`src/rtl/via_pkg.sv`:
```
// shared constants, codes and command/status types for the vibration alarm
// no dependencies; every other file of the block imports this package
`timescale 1ns / 1ps

package via_pkg;

    localparam int AXIS_W     = 16;
    localparam int SQ_W       = 32;
    localparam int MAG_W      = 16;
    localparam int SUM_W      = 23;
    localparam int AVG_W      = 17;
    localparam int HOLD_W     = 16;
    localparam int FLAGS_W    = 2;
    localparam int WINDOW_DEF = 50;

    localparam int MUL_STEPS  = 3;
    localparam int SQRT_STEPS = MAG_W;
    localparam int STEP_W     = $clog2(SQRT_STEPS);

    localparam int ADDR_W     = 4;
    localparam int DATA_W     = 32;

    localparam logic [FLAGS_W-1:0] FLAG_YELLOW = 2'b01;
    localparam logic [FLAGS_W-1:0] FLAG_RED    = 2'b10;

    localparam logic [1:0] REG_RED    = 2'd0;
    localparam logic [1:0] REG_YELLOW = 2'd1;
    localparam logic [1:0] REG_HOLD   = 2'd2;

    localparam logic [AVG_W-1:0]  RED_RST    = 17'd512;
    localparam logic [AVG_W-1:0]  YELLOW_RST = 17'd64;
    localparam logic [HOLD_W-1:0] HOLD_RST   = 16'd3000;

    typedef struct packed {
        logic       capture;
        logic       mul_step;
        logic [1:0] mul_sel;
        logic       sqrt_step;
        logic       acc;
        logic       div_step;
        logic       upd;
        logic       load_out;
    } t_cmd;

    typedef struct packed {
        logic win_close;
    } t_stat;

    typedef struct packed {
        logic [AVG_W-1:0]  red_level;
        logic [AVG_W-1:0]  yellow_level;
        logic [HOLD_W-1:0] hold_ticks;
    } t_cfg;

endpackage

```
`src/rtl/vibration_intensity_alarm_unit.sv`:
```
// top level of the vibration alarm: configuration registers on the APB
// port, sequencer and datapath; depends on via_pkg, via_ctrl and via_dp
`timescale 1ns / 1ps

// Usage
// Input channel (i_in_valid / o_in_ready) carries one three-axis sample per
// beat; the output channel (o_out_valid / i_out_ready) returns one result
// beat per sample: latched warning flags, latest window average and a flag
// that marks the sample that closed a window.
// After the accepting edge the result is built in these steps: three steps on
// the shared 16x16 squarer, sixteen steps of the two-bit-per-step square
// root, one accumulate, one update, one load. A sample that closes a window
// adds the reciprocal multiply by 1/WINDOW before the update.
// One item is at work at a time; a new sample is taken once the previous
// result sits in the output register, even while that result waits for the
// receiver.
// When the receiver stalls, the finished result holds in the output
// register and the next item, once computed, waits until the slot frees.
// Reset (synchronous, active low) clears the window sum, sample count, hold
// counter, flags and average, drops output valid and restores the register
// defaults: red 512, yellow 64, hold 3000 samples.
// Registers: red_level at 0x0, yellow_level at 0x4, hold_ticks at 0x8.

module vibration_intensity_alarm_unit #(
    parameter int WINDOW = via_pkg::WINDOW_DEF
) (
    input  logic                               i_clk,
    input  logic                               i_rst_n,
    input  logic                               i_in_valid,
    output logic                               o_in_ready,
    input  logic signed [via_pkg::AXIS_W-1:0]  i_accel_x,
    input  logic signed [via_pkg::AXIS_W-1:0]  i_accel_y,
    input  logic signed [via_pkg::AXIS_W-1:0]  i_accel_z,
    output logic                               o_out_valid,
    input  logic                               i_out_ready,
    output logic [via_pkg::FLAGS_W-1:0]        o_warning_flags,
    output logic [via_pkg::AVG_W-1:0]          o_window_average,
    output logic                               o_window_done,
    input  logic                               psel,
    input  logic                               penable,
    input  logic                               pwrite,
    input  logic [via_pkg::ADDR_W-1:0]         paddr,
    input  logic [via_pkg::DATA_W-1:0]         pwdata,
    output logic [via_pkg::DATA_W-1:0]         prdata,
    output logic                               pready
);
    import via_pkg::*;

    logic [AVG_W-1:0]  r_red_level;
    logic [AVG_W-1:0]  r_yellow_level;
    logic [HOLD_W-1:0] r_hold_ticks;
    logic              wr_en;
    t_cfg              cfg;
    t_cmd              cmd;
    t_stat             stat;

    assign pready = 1'b1;
    assign wr_en  = psel && penable && pwrite && pready;

    always_ff @(posedge i_clk) begin
        if (!i_rst_n) begin
            r_red_level    <= RED_RST;
            r_yellow_level <= YELLOW_RST;
            r_hold_ticks   <= HOLD_RST;
        end else if (wr_en) begin
            case (paddr[3:2])
                REG_RED:    r_red_level    <= pwdata[AVG_W-1:0];
                REG_YELLOW: r_yellow_level <= pwdata[AVG_W-1:0];
                REG_HOLD:   r_hold_ticks   <= pwdata[HOLD_W-1:0];
                default:    ;
            endcase
        end
    end

    always_comb begin
        case (paddr[3:2])
            REG_RED:    prdata = DATA_W'(r_red_level);
            REG_YELLOW: prdata = DATA_W'(r_yellow_level);
            REG_HOLD:   prdata = DATA_W'(r_hold_ticks);
            default:    prdata = '0;
        endcase
    end

    assign cfg.red_level    = r_red_level;
    assign cfg.yellow_level = r_yellow_level;
    assign cfg.hold_ticks   = r_hold_ticks;

    via_ctrl u_ctrl (
        .i_clk       (i_clk),
        .i_rst_n     (i_rst_n),
        .i_in_valid  (i_in_valid),
        .o_in_ready  (o_in_ready),
        .o_out_valid (o_out_valid),
        .i_out_ready (i_out_ready),
        .i_stat      (stat),
        .o_cmd       (cmd)
    );

    via_dp #(
        .WINDOW (WINDOW)
    ) u_dp (
        .i_clk            (i_clk),
        .i_rst_n          (i_rst_n),
        .i_accel_x        (i_accel_x),
        .i_accel_y        (i_accel_y),
        .i_accel_z        (i_accel_z),
        .i_cfg            (cfg),
        .i_cmd            (cmd),
        .o_stat           (stat),
        .o_warning_flags  (o_warning_flags),
        .o_window_average (o_window_average),
        .o_window_done    (o_window_done)
    );

endmodule

```
`src/rtl/via_ctrl.sv`:
```
// sequencer for the vibration alarm: multiply, square root, accumulate,
// divide, update and output steps; depends on via_pkg
`timescale 1ns / 1ps

module via_ctrl (
    input  logic          i_clk,
    input  logic          i_rst_n,
    input  logic          i_in_valid,
    output logic          o_in_ready,
    output logic          o_out_valid,
    input  logic          i_out_ready,
    input  via_pkg::t_stat i_stat,
    output via_pkg::t_cmd  o_cmd
);
    import via_pkg::*;

    typedef enum logic [6:0] {
        S_IDLE = 7'b0000001,
        S_MUL  = 7'b0000010,
        S_SQRT = 7'b0000100,
        S_ACC  = 7'b0001000,
        S_DIV  = 7'b0010000,
        S_UPD  = 7'b0100000,
        S_OUT  = 7'b1000000
    } t_state;

    localparam logic [STEP_W-1:0] MUL_LAST  = STEP_W'(MUL_STEPS - 1);
    localparam logic [STEP_W-1:0] SQRT_LAST = STEP_W'(SQRT_STEPS - 1);

    t_state            r_state, n_state;
    logic [STEP_W-1:0] r_cnt, n_cnt;
    logic              r_out_valid, n_out_valid;
    t_cmd              cmd;

    always_comb begin
        n_state    = r_state;
        n_cnt      = r_cnt;
        cmd        = '0;
        o_in_ready = 1'b0;
        case (r_state)
            S_IDLE: begin
                o_in_ready = 1'b1;
                if (i_in_valid) begin
                    cmd.capture = 1'b1;
                    n_cnt       = '0;
                    n_state     = S_MUL;
                end
            end
            S_MUL: begin
                cmd.mul_step = 1'b1;
                cmd.mul_sel  = r_cnt[1:0];
                if (r_cnt == MUL_LAST) begin
                    n_cnt   = '0;
                    n_state = S_SQRT;
                end else begin
                    n_cnt = r_cnt + 1'b1;
                end
            end
            S_SQRT: begin
                cmd.sqrt_step = 1'b1;
                if (r_cnt == SQRT_LAST) begin
                    n_cnt   = '0;
                    n_state = S_ACC;
                end else begin
                    n_cnt = r_cnt + 1'b1;
                end
            end
            S_ACC: begin
                cmd.acc = 1'b1;
                n_cnt   = '0;
                n_state = i_stat.win_close ? S_DIV : S_UPD;
            end
            S_DIV: begin
                cmd.div_step = 1'b1;
                n_state      = S_UPD;
            end
            S_UPD: begin
                cmd.upd = 1'b1;
                n_state = S_OUT;
            end
            S_OUT: begin
                // wait for the output register to free up
                if (!r_out_valid || i_out_ready) begin
                    cmd.load_out = 1'b1;
                    n_state      = S_IDLE;
                end
            end
            default: begin
                n_state = S_IDLE;
            end
        endcase
    end

    always_comb begin
        n_out_valid = r_out_valid;
        if (cmd.load_out) begin
            n_out_valid = 1'b1;
        end else if (i_out_ready) begin
            n_out_valid = 1'b0;
        end
    end

    always_ff @(posedge i_clk) begin
        if (!i_rst_n) begin
            r_state     <= S_IDLE;
            r_cnt       <= '0;
            r_out_valid <= 1'b0;
        end else begin
            r_state     <= n_state;
            r_cnt       <= n_cnt;
            r_out_valid <= n_out_valid;
        end
    end

    assign o_cmd       = cmd;
    assign o_out_valid = r_out_valid;

    a_accept_starts_mul: assert property (@(posedge i_clk) disable iff (!i_rst_n)
        (i_in_valid && o_in_ready) |=> (r_state == S_MUL))
        else $error("accepted beat did not start the multiply steps");

    a_load_sets_valid: assert property (@(posedge i_clk) disable iff (!i_rst_n)
        cmd.load_out |=> r_out_valid)
        else $error("result load did not raise output valid");

    a_short_item_skips_div: assert property (@(posedge i_clk) disable iff (!i_rst_n)
        (r_state == S_ACC && !i_stat.win_close) |=> (r_state == S_UPD))
        else $error("item that closes no window entered the divider");

    a_div_single_cycle: assert property (@(posedge i_clk) disable iff (!i_rst_n)
        (r_state == S_DIV) |=> (r_state == S_UPD))
        else $error("divide step took more than one cycle");

endmodule

```
`src/rtl/via_dp.sv`:
```
// datapath of the vibration alarm: shared squarer, digit square root,
// window sum, reciprocal multiply by the window length, flags; uses via_pkg
`timescale 1ns / 1ps

module via_dp #(
    parameter int WINDOW = via_pkg::WINDOW_DEF
) (
    input  logic                          i_clk,
    input  logic                          i_rst_n,
    input  logic signed [via_pkg::AXIS_W-1:0] i_accel_x,
    input  logic signed [via_pkg::AXIS_W-1:0] i_accel_y,
    input  logic signed [via_pkg::AXIS_W-1:0] i_accel_z,
    input  via_pkg::t_cfg                 i_cfg,
    input  via_pkg::t_cmd                 i_cmd,
    output via_pkg::t_stat                o_stat,
    output logic [via_pkg::FLAGS_W-1:0]   o_warning_flags,
    output logic [via_pkg::AVG_W-1:0]     o_window_average,
    output logic                          o_window_done
);
    import via_pkg::*;

    localparam int CNT_W  = $clog2(WINDOW + 1);
    localparam logic [CNT_W-1:0] WIN_C = CNT_W'(WINDOW);
    // exact floor division for any sum below 2^SUM_W
    localparam int DIV_SH = SUM_W + $clog2(WINDOW);
    localparam logic [SUM_W:0] RECIP =
        (SUM_W + 1)'(((64'd1 << DIV_SH) + 64'(WINDOW) - 64'd1) / 64'(WINDOW));

    function automatic logic [AXIS_W-1:0] abs_axis(input logic [AXIS_W-1:0] v);
        abs_axis = v[AXIS_W-1] ? (~v + 1'b1) : v;
    endfunction

    // per-item working registers
    logic [AXIS_W-1:0] r_ax, r_ay, r_az;
    logic [SQ_W-1:0]   r_sq;
    logic [MAG_W:0]    r_rem;
    logic [MAG_W-1:0]  r_root;
    logic [SUM_W-1:0]  r_dnum;
    logic              r_done;

    // block state
    logic [SUM_W-1:0]   r_sum;
    logic [CNT_W-1:0]   r_cnt;
    logic [HOLD_W-1:0]  r_hold, n_hold;
    logic [FLAGS_W-1:0] r_flags, n_flags;
    logic [AVG_W-1:0]   r_avg, n_avg;

    // output register
    logic [FLAGS_W-1:0] r_o_flags;
    logic [AVG_W-1:0]   r_o_avg;
    logic               r_o_done;

    logic [AXIS_W-1:0]  mul_op;
    logic [SQ_W-1:0]    prod;
    logic [MAG_W+2:0]   sq_trial_rem, sq_trial;
    logic               sq_ge;
    logic [SUM_W-1:0]   sum_next;
    logic [CNT_W-1:0]   cnt_next;
    logic [2*SUM_W:0]   dv_prod;
    logic [SUM_W-1:0]   dv_quo;

    always_comb begin
        case (i_cmd.mul_sel)
            2'd0:    mul_op = r_ax;
            2'd1:    mul_op = r_ay;
            default: mul_op = r_az;
        endcase
    end

    assign prod = mul_op * mul_op;

    // two radicand bits per step
    assign sq_trial_rem = {r_rem, r_sq[SQ_W-1 -: 2]};
    assign sq_trial     = {1'b0, r_root, 2'b01};
    assign sq_ge        = (sq_trial_rem >= sq_trial);

    assign sum_next         = r_sum + SUM_W'(r_root);
    assign cnt_next         = r_cnt + 1'b1;
    assign o_stat.win_close = (cnt_next >= WIN_C);

    assign dv_prod = r_dnum * RECIP;
    assign dv_quo  = SUM_W'(dv_prod >> DIV_SH);

    always_comb begin
        n_flags = r_flags;
        n_hold  = r_hold;
        n_avg   = r_avg;
        if (r_done) begin
            n_avg = r_dnum[AVG_W-1:0];
            if (n_avg >= i_cfg.red_level) begin
                n_flags = n_flags | FLAG_RED;
                n_hold  = i_cfg.hold_ticks;
            end else if (n_avg >= i_cfg.yellow_level) begin
                n_flags = n_flags | FLAG_YELLOW;
                n_hold  = i_cfg.hold_ticks;
            end
        end
        if (n_hold != '0) begin
            n_hold = n_hold - 1'b1;
        end else begin
            n_flags = '0;
        end
    end

    always_ff @(posedge i_clk) begin
        if (i_cmd.capture) begin
            r_ax   <= abs_axis(i_accel_x);
            r_ay   <= abs_axis(i_accel_y);
            r_az   <= abs_axis(i_accel_z);
            r_sq   <= '0;
            r_rem  <= '0;
            r_root <= '0;
        end
        if (i_cmd.mul_step) begin
            r_sq <= r_sq + prod;
        end
        if (i_cmd.sqrt_step) begin
            r_sq   <= {r_sq[SQ_W-3:0], 2'b00};
            r_rem  <= sq_ge ? (MAG_W + 1)'(sq_trial_rem - sq_trial)
                            : sq_trial_rem[MAG_W:0];
            r_root <= {r_root[MAG_W-2:0], sq_ge};
        end
        if (i_cmd.acc) begin
            r_dnum <= sum_next;
        end
        if (i_cmd.div_step) begin
            r_dnum <= dv_quo;
        end
        if (i_cmd.load_out) begin
            r_o_flags <= r_flags;
            r_o_avg   <= r_avg;
            r_o_done  <= r_done;
        end
    end

    always_ff @(posedge i_clk) begin
        if (!i_rst_n) begin
            r_sum   <= '0;
            r_cnt   <= '0;
            r_hold  <= '0;
            r_flags <= '0;
            r_avg   <= '0;
            r_done  <= 1'b0;
        end else begin
            if (i_cmd.acc) begin
                if (o_stat.win_close) begin
                    r_sum  <= '0;
                    r_cnt  <= '0;
                    r_done <= 1'b1;
                end else begin
                    r_sum  <= sum_next;
                    r_cnt  <= cnt_next;
                    r_done <= 1'b0;
                end
            end
            if (i_cmd.upd) begin
                r_flags <= n_flags;
                r_hold  <= n_hold;
                r_avg   <= n_avg;
            end
        end
    end

    assign o_warning_flags  = r_o_flags;
    assign o_window_average = r_o_avg;
    assign o_window_done    = r_o_done;

endmodule
```
`config.mk`:
```
export PLATFORM = sky130hd
export DESIGN_NAME = vibration_intensity_alarm_unit
export DESIGN_NICKNAME = d
export VERILOG_FILES = /design/src/rtl/via_pkg.sv /design/src/rtl/vibration_intensity_alarm_unit.sv /design/src/rtl/via_ctrl.sv /design/src/rtl/via_dp.sv
export SDC_FILE = /design/constraint.sdc
export NUM_CORES = 2
export LEC_CHECK = 0
export BUFFER_PORTS_ARGS = -buffer_cell sky130_fd_sc_hd__buf_4
export CAP_MARGIN = 30
export CORE_AREA = 2 2 161 321
export DETAILED_ROUTE_END_ITERATION = 10
export DIE_AREA = 0 0 163 323
export GPL_TIMING_DRIVEN = 0
export PLACE_DENSITY_LB_ADDON = 0.1
export SYNTH_ARGS = -nofsm -noshare
export SYNTH_HDL_FRONTEND = slang
export SYNTH_SLANG_ARGS = --single-unit
```
`constraint.sdc`:
```
create_clock -name i_clk -period 13.2 [get_ports i_clk]
set_input_delay 2.64 -clock i_clk [delete_from_list [all_inputs] [get_ports i_clk]]
set_output_delay 2.64 -clock i_clk [all_outputs]
set_load 0.05 [all_outputs]
```
==> impl_metrics.toml <==
[grt]
grt_usage_pct = 31.4
grt_max_degree = 50
antenna_found_initial = 0
grt_pass1_wl_um = 129000
grt.overflow.total = 0
grt_pass1_vias = 24945

[setup_path]
arrival_ns = 9.59
cp.required_ns = 13.50
crit_type = "reg -> reg"
start_kind = "flip-flop"
cp_slowest_cell = "a221oi_2"
crit_path_end_kind = "flip-flop"
worstPathMaxFanout = 10
path_common_cell = "fa_1"
critPathMaxStageDelay_ns = 0.96

[synthesis]
syn_area_mm2 = 0.0323
synth_top_area_share_pct = 24.2
seq_area_frac_synth_pct = 22.2
yosys.area.top_type = "fa_1"
syn_inst = 3495
yosys-top-cells-area = "fa_1, ha_1, edfxtp_1"
synth_warnings = 0
synth.ff_latch_count = 283
synthFlopType = "edfxtp_1"
synth_enable_flop_cells = 149
async_flop_share_pct = 0
ys_types = 84
syn_area_per_cell_um2 = 9.24

[clocking]
holdBufCountCts = 0
cts_tree = "built"
cts_buffer_depth = 3
cts-root-buf = "clkbuf_16"
cts.sinks = 283
cts_resized = 0
numCtsBuffers = 28
clock_latency_ns = 0.58
cts.clk_slew.worst_paths_ns = 0.06
htreeDepth = 1
cts_setup_buffers = 0

[finish]
final_cell_mix = "inv_1, ha_1, nand2_1"
drive_gt1_share_pct = 6.79
nFillCells = 4109
diodes = 0
final_common_cell = "inv_1"
final_cells = 4337
final_nets = 4557
finalCoreUtilization_pct = 69.5
synthToLayoutAreaGrowth_pct = 8.66

[placement]
dp_hpwl_um = 66000
post-place-ws_ns = 3.94
place_congestion = 0.932
io_buffers = 112
placed_cells = 4285

[outcome]
status = "finished clean"

[min_path]
hold_path.class = "reg -> reg"

[floorplan]
rows = 117
io_pins = 146
initial_utilization_pct = 63.9
die-area_mm2 = 0.0526
fp.coreArea_mm2 = 0.0505
die_h_um = 323
fp.dieW_um = 163

[timing]
timing.final.crit_share_pct = 70.4
worstMarginPinSlew_ns = 1.17
clock.fmax_ghz = 0.108
fin_skew_ns = 0.0300
final-setup-viol-count = 0
hold_viol = 0
drv_slew = 0
relSlewSlack_pct = 21.9
rsz0062_at_grt = "false"
finalSetupTns_ns = 0
min_period_ns = 9.30
setup_ws_ns = 3.90

[routing]
wl_met2_um = 37800
wire_per_inst_um = 18.5
routed.top_layer = "met4"
route.met3.wl_um = 5020
met1_length_um = 35300
drc = 0
first_pass_iters = 5
vias = 24673
drtIter0Drc = 1671
drtAntennaViolNets = 0
wirelength_um = 80400
vias_per_cell = 5.69

[job]
cap_violations = 0
[cell families (layout without fill, tap and decap cells)]
| family | Yosys count | in the layout | share of synthesized area (%) |
|---|---|---|---|
| buf+inv | 837 | 1011 | 10.1 |
| fa+ha+maj | 805 | 805 | 40.3 |
| compound gates | 548 | 548 | 10.9 |
| xor+xnor | 134 | 134 | 3.63 |
| simple gates | 860 | 860 | 12.1 |
| mux | 26 | 26 | 0.810 |
| other cells | 2 | 16 | 0.0233 |
| flops | 283 | 283 | 22.2 |
[critical path: cells and delay by family (launching register included)]
kind	cells	cell delay, ns
XOR/XNOR	1	0.15
adder cells (fa/ha/maj)	7	3.45
flip-flops	1	0.37
AND/OR/NAND/NOR	4	1.43
buffers and inverters	5	1.17
AO/OA/AOI/OAI	10	2.46
[layout make-up]
cell class / count / area, um2 / share of cell area [%]
Multi-Input combinational cell: 2389 / 21900 / 62.5
Tap cell: 654 / 818 / 2.33
Clock inverter: 20 / 251 / 0.717
Inverter: 723 / 2710 / 7.73
Sequential cell: 283 / 7160 / 20.4
Buffer: 114 / 547 / 1.56
Timing Repair Buffer: 122 / 945 / 2.69
Clock buffer: 32 / 716 / 2.04
[cells in the mapped netlist (8+ instances only)]
cell,count
nand2b_1,22
o21a_1,10
o21ai_1,15
nor2_1,173
or3_1,19
buf_2,19
inv_1,718
a31oi_1,12
nor3_1,40
o31ai_1,13
buf_1,11
a21boi_0,37
ha_1,414
fa_1,391
a221oi_1,10
xor2_1,45
and3_1,12
nand4_1,15
nand2_1,394
o22ai_1,16
a211oi_1,15
clkbuf_1,61
a21oi_1,153
o211ai_1,8
and2_1,19
nor4_1,18
mux2i_1,25
xnor2_1,89
nor2b_1,25
o41ai_1,8
nand3_1,82
o21bai_1,9
o21ai_0,131
dfxtp_1,134
edfxtp_1,149
a21o_1,43
buf_4,19
[path summary, 6_finish.rpt]
kind                                   startpoint                  endpoint  depth (start not counted)  slack (ns)
worst max-delay path            u_ctrl.r_state[0]             u_dp.r_sq[31]                         27        3.90
worst min-delay path                u_dp.r_avg[0]  u_dp.o_window_average[0]                          0        0.43
worst max register to register  u_ctrl.r_state[0]             u_dp.r_sq[31]                         27        3.90
worst min register to register      u_dp.r_avg[0]  u_dp.o_window_average[0]                          0        0.43
[per-layer routing]
layer	up-vias	track usage, %
met4	0	8.50
met2	807	51.5
met3	148	3.32
li1	11676	-
met1	12042	44.7
met5	-	0
[per-stage QoR]
stage               cell area, um2  hold slack [ns]
finish                       35100            0.432
global route                 35100            0.432
CTS                          35100            0.431
detailed placement           34100            0.417
global placement             34000            0.415
floorplan                    32300            0.408
[flip-flops by register name, indices dropped and copies added (netlist names), 17 cells and up]
signal	count
r_red_level	17
r_yellow_level	17
u_dp.o_window_average	17
u_dp.r_avg	17
u_dp.r_dnum	23
u_dp.r_rem	17
u_dp.r_sq	32
u_dp.r_sum	23
Power is not shown: default switching activity piles up to over one toggle a cycle in this logic, so the estimate is an artifact.
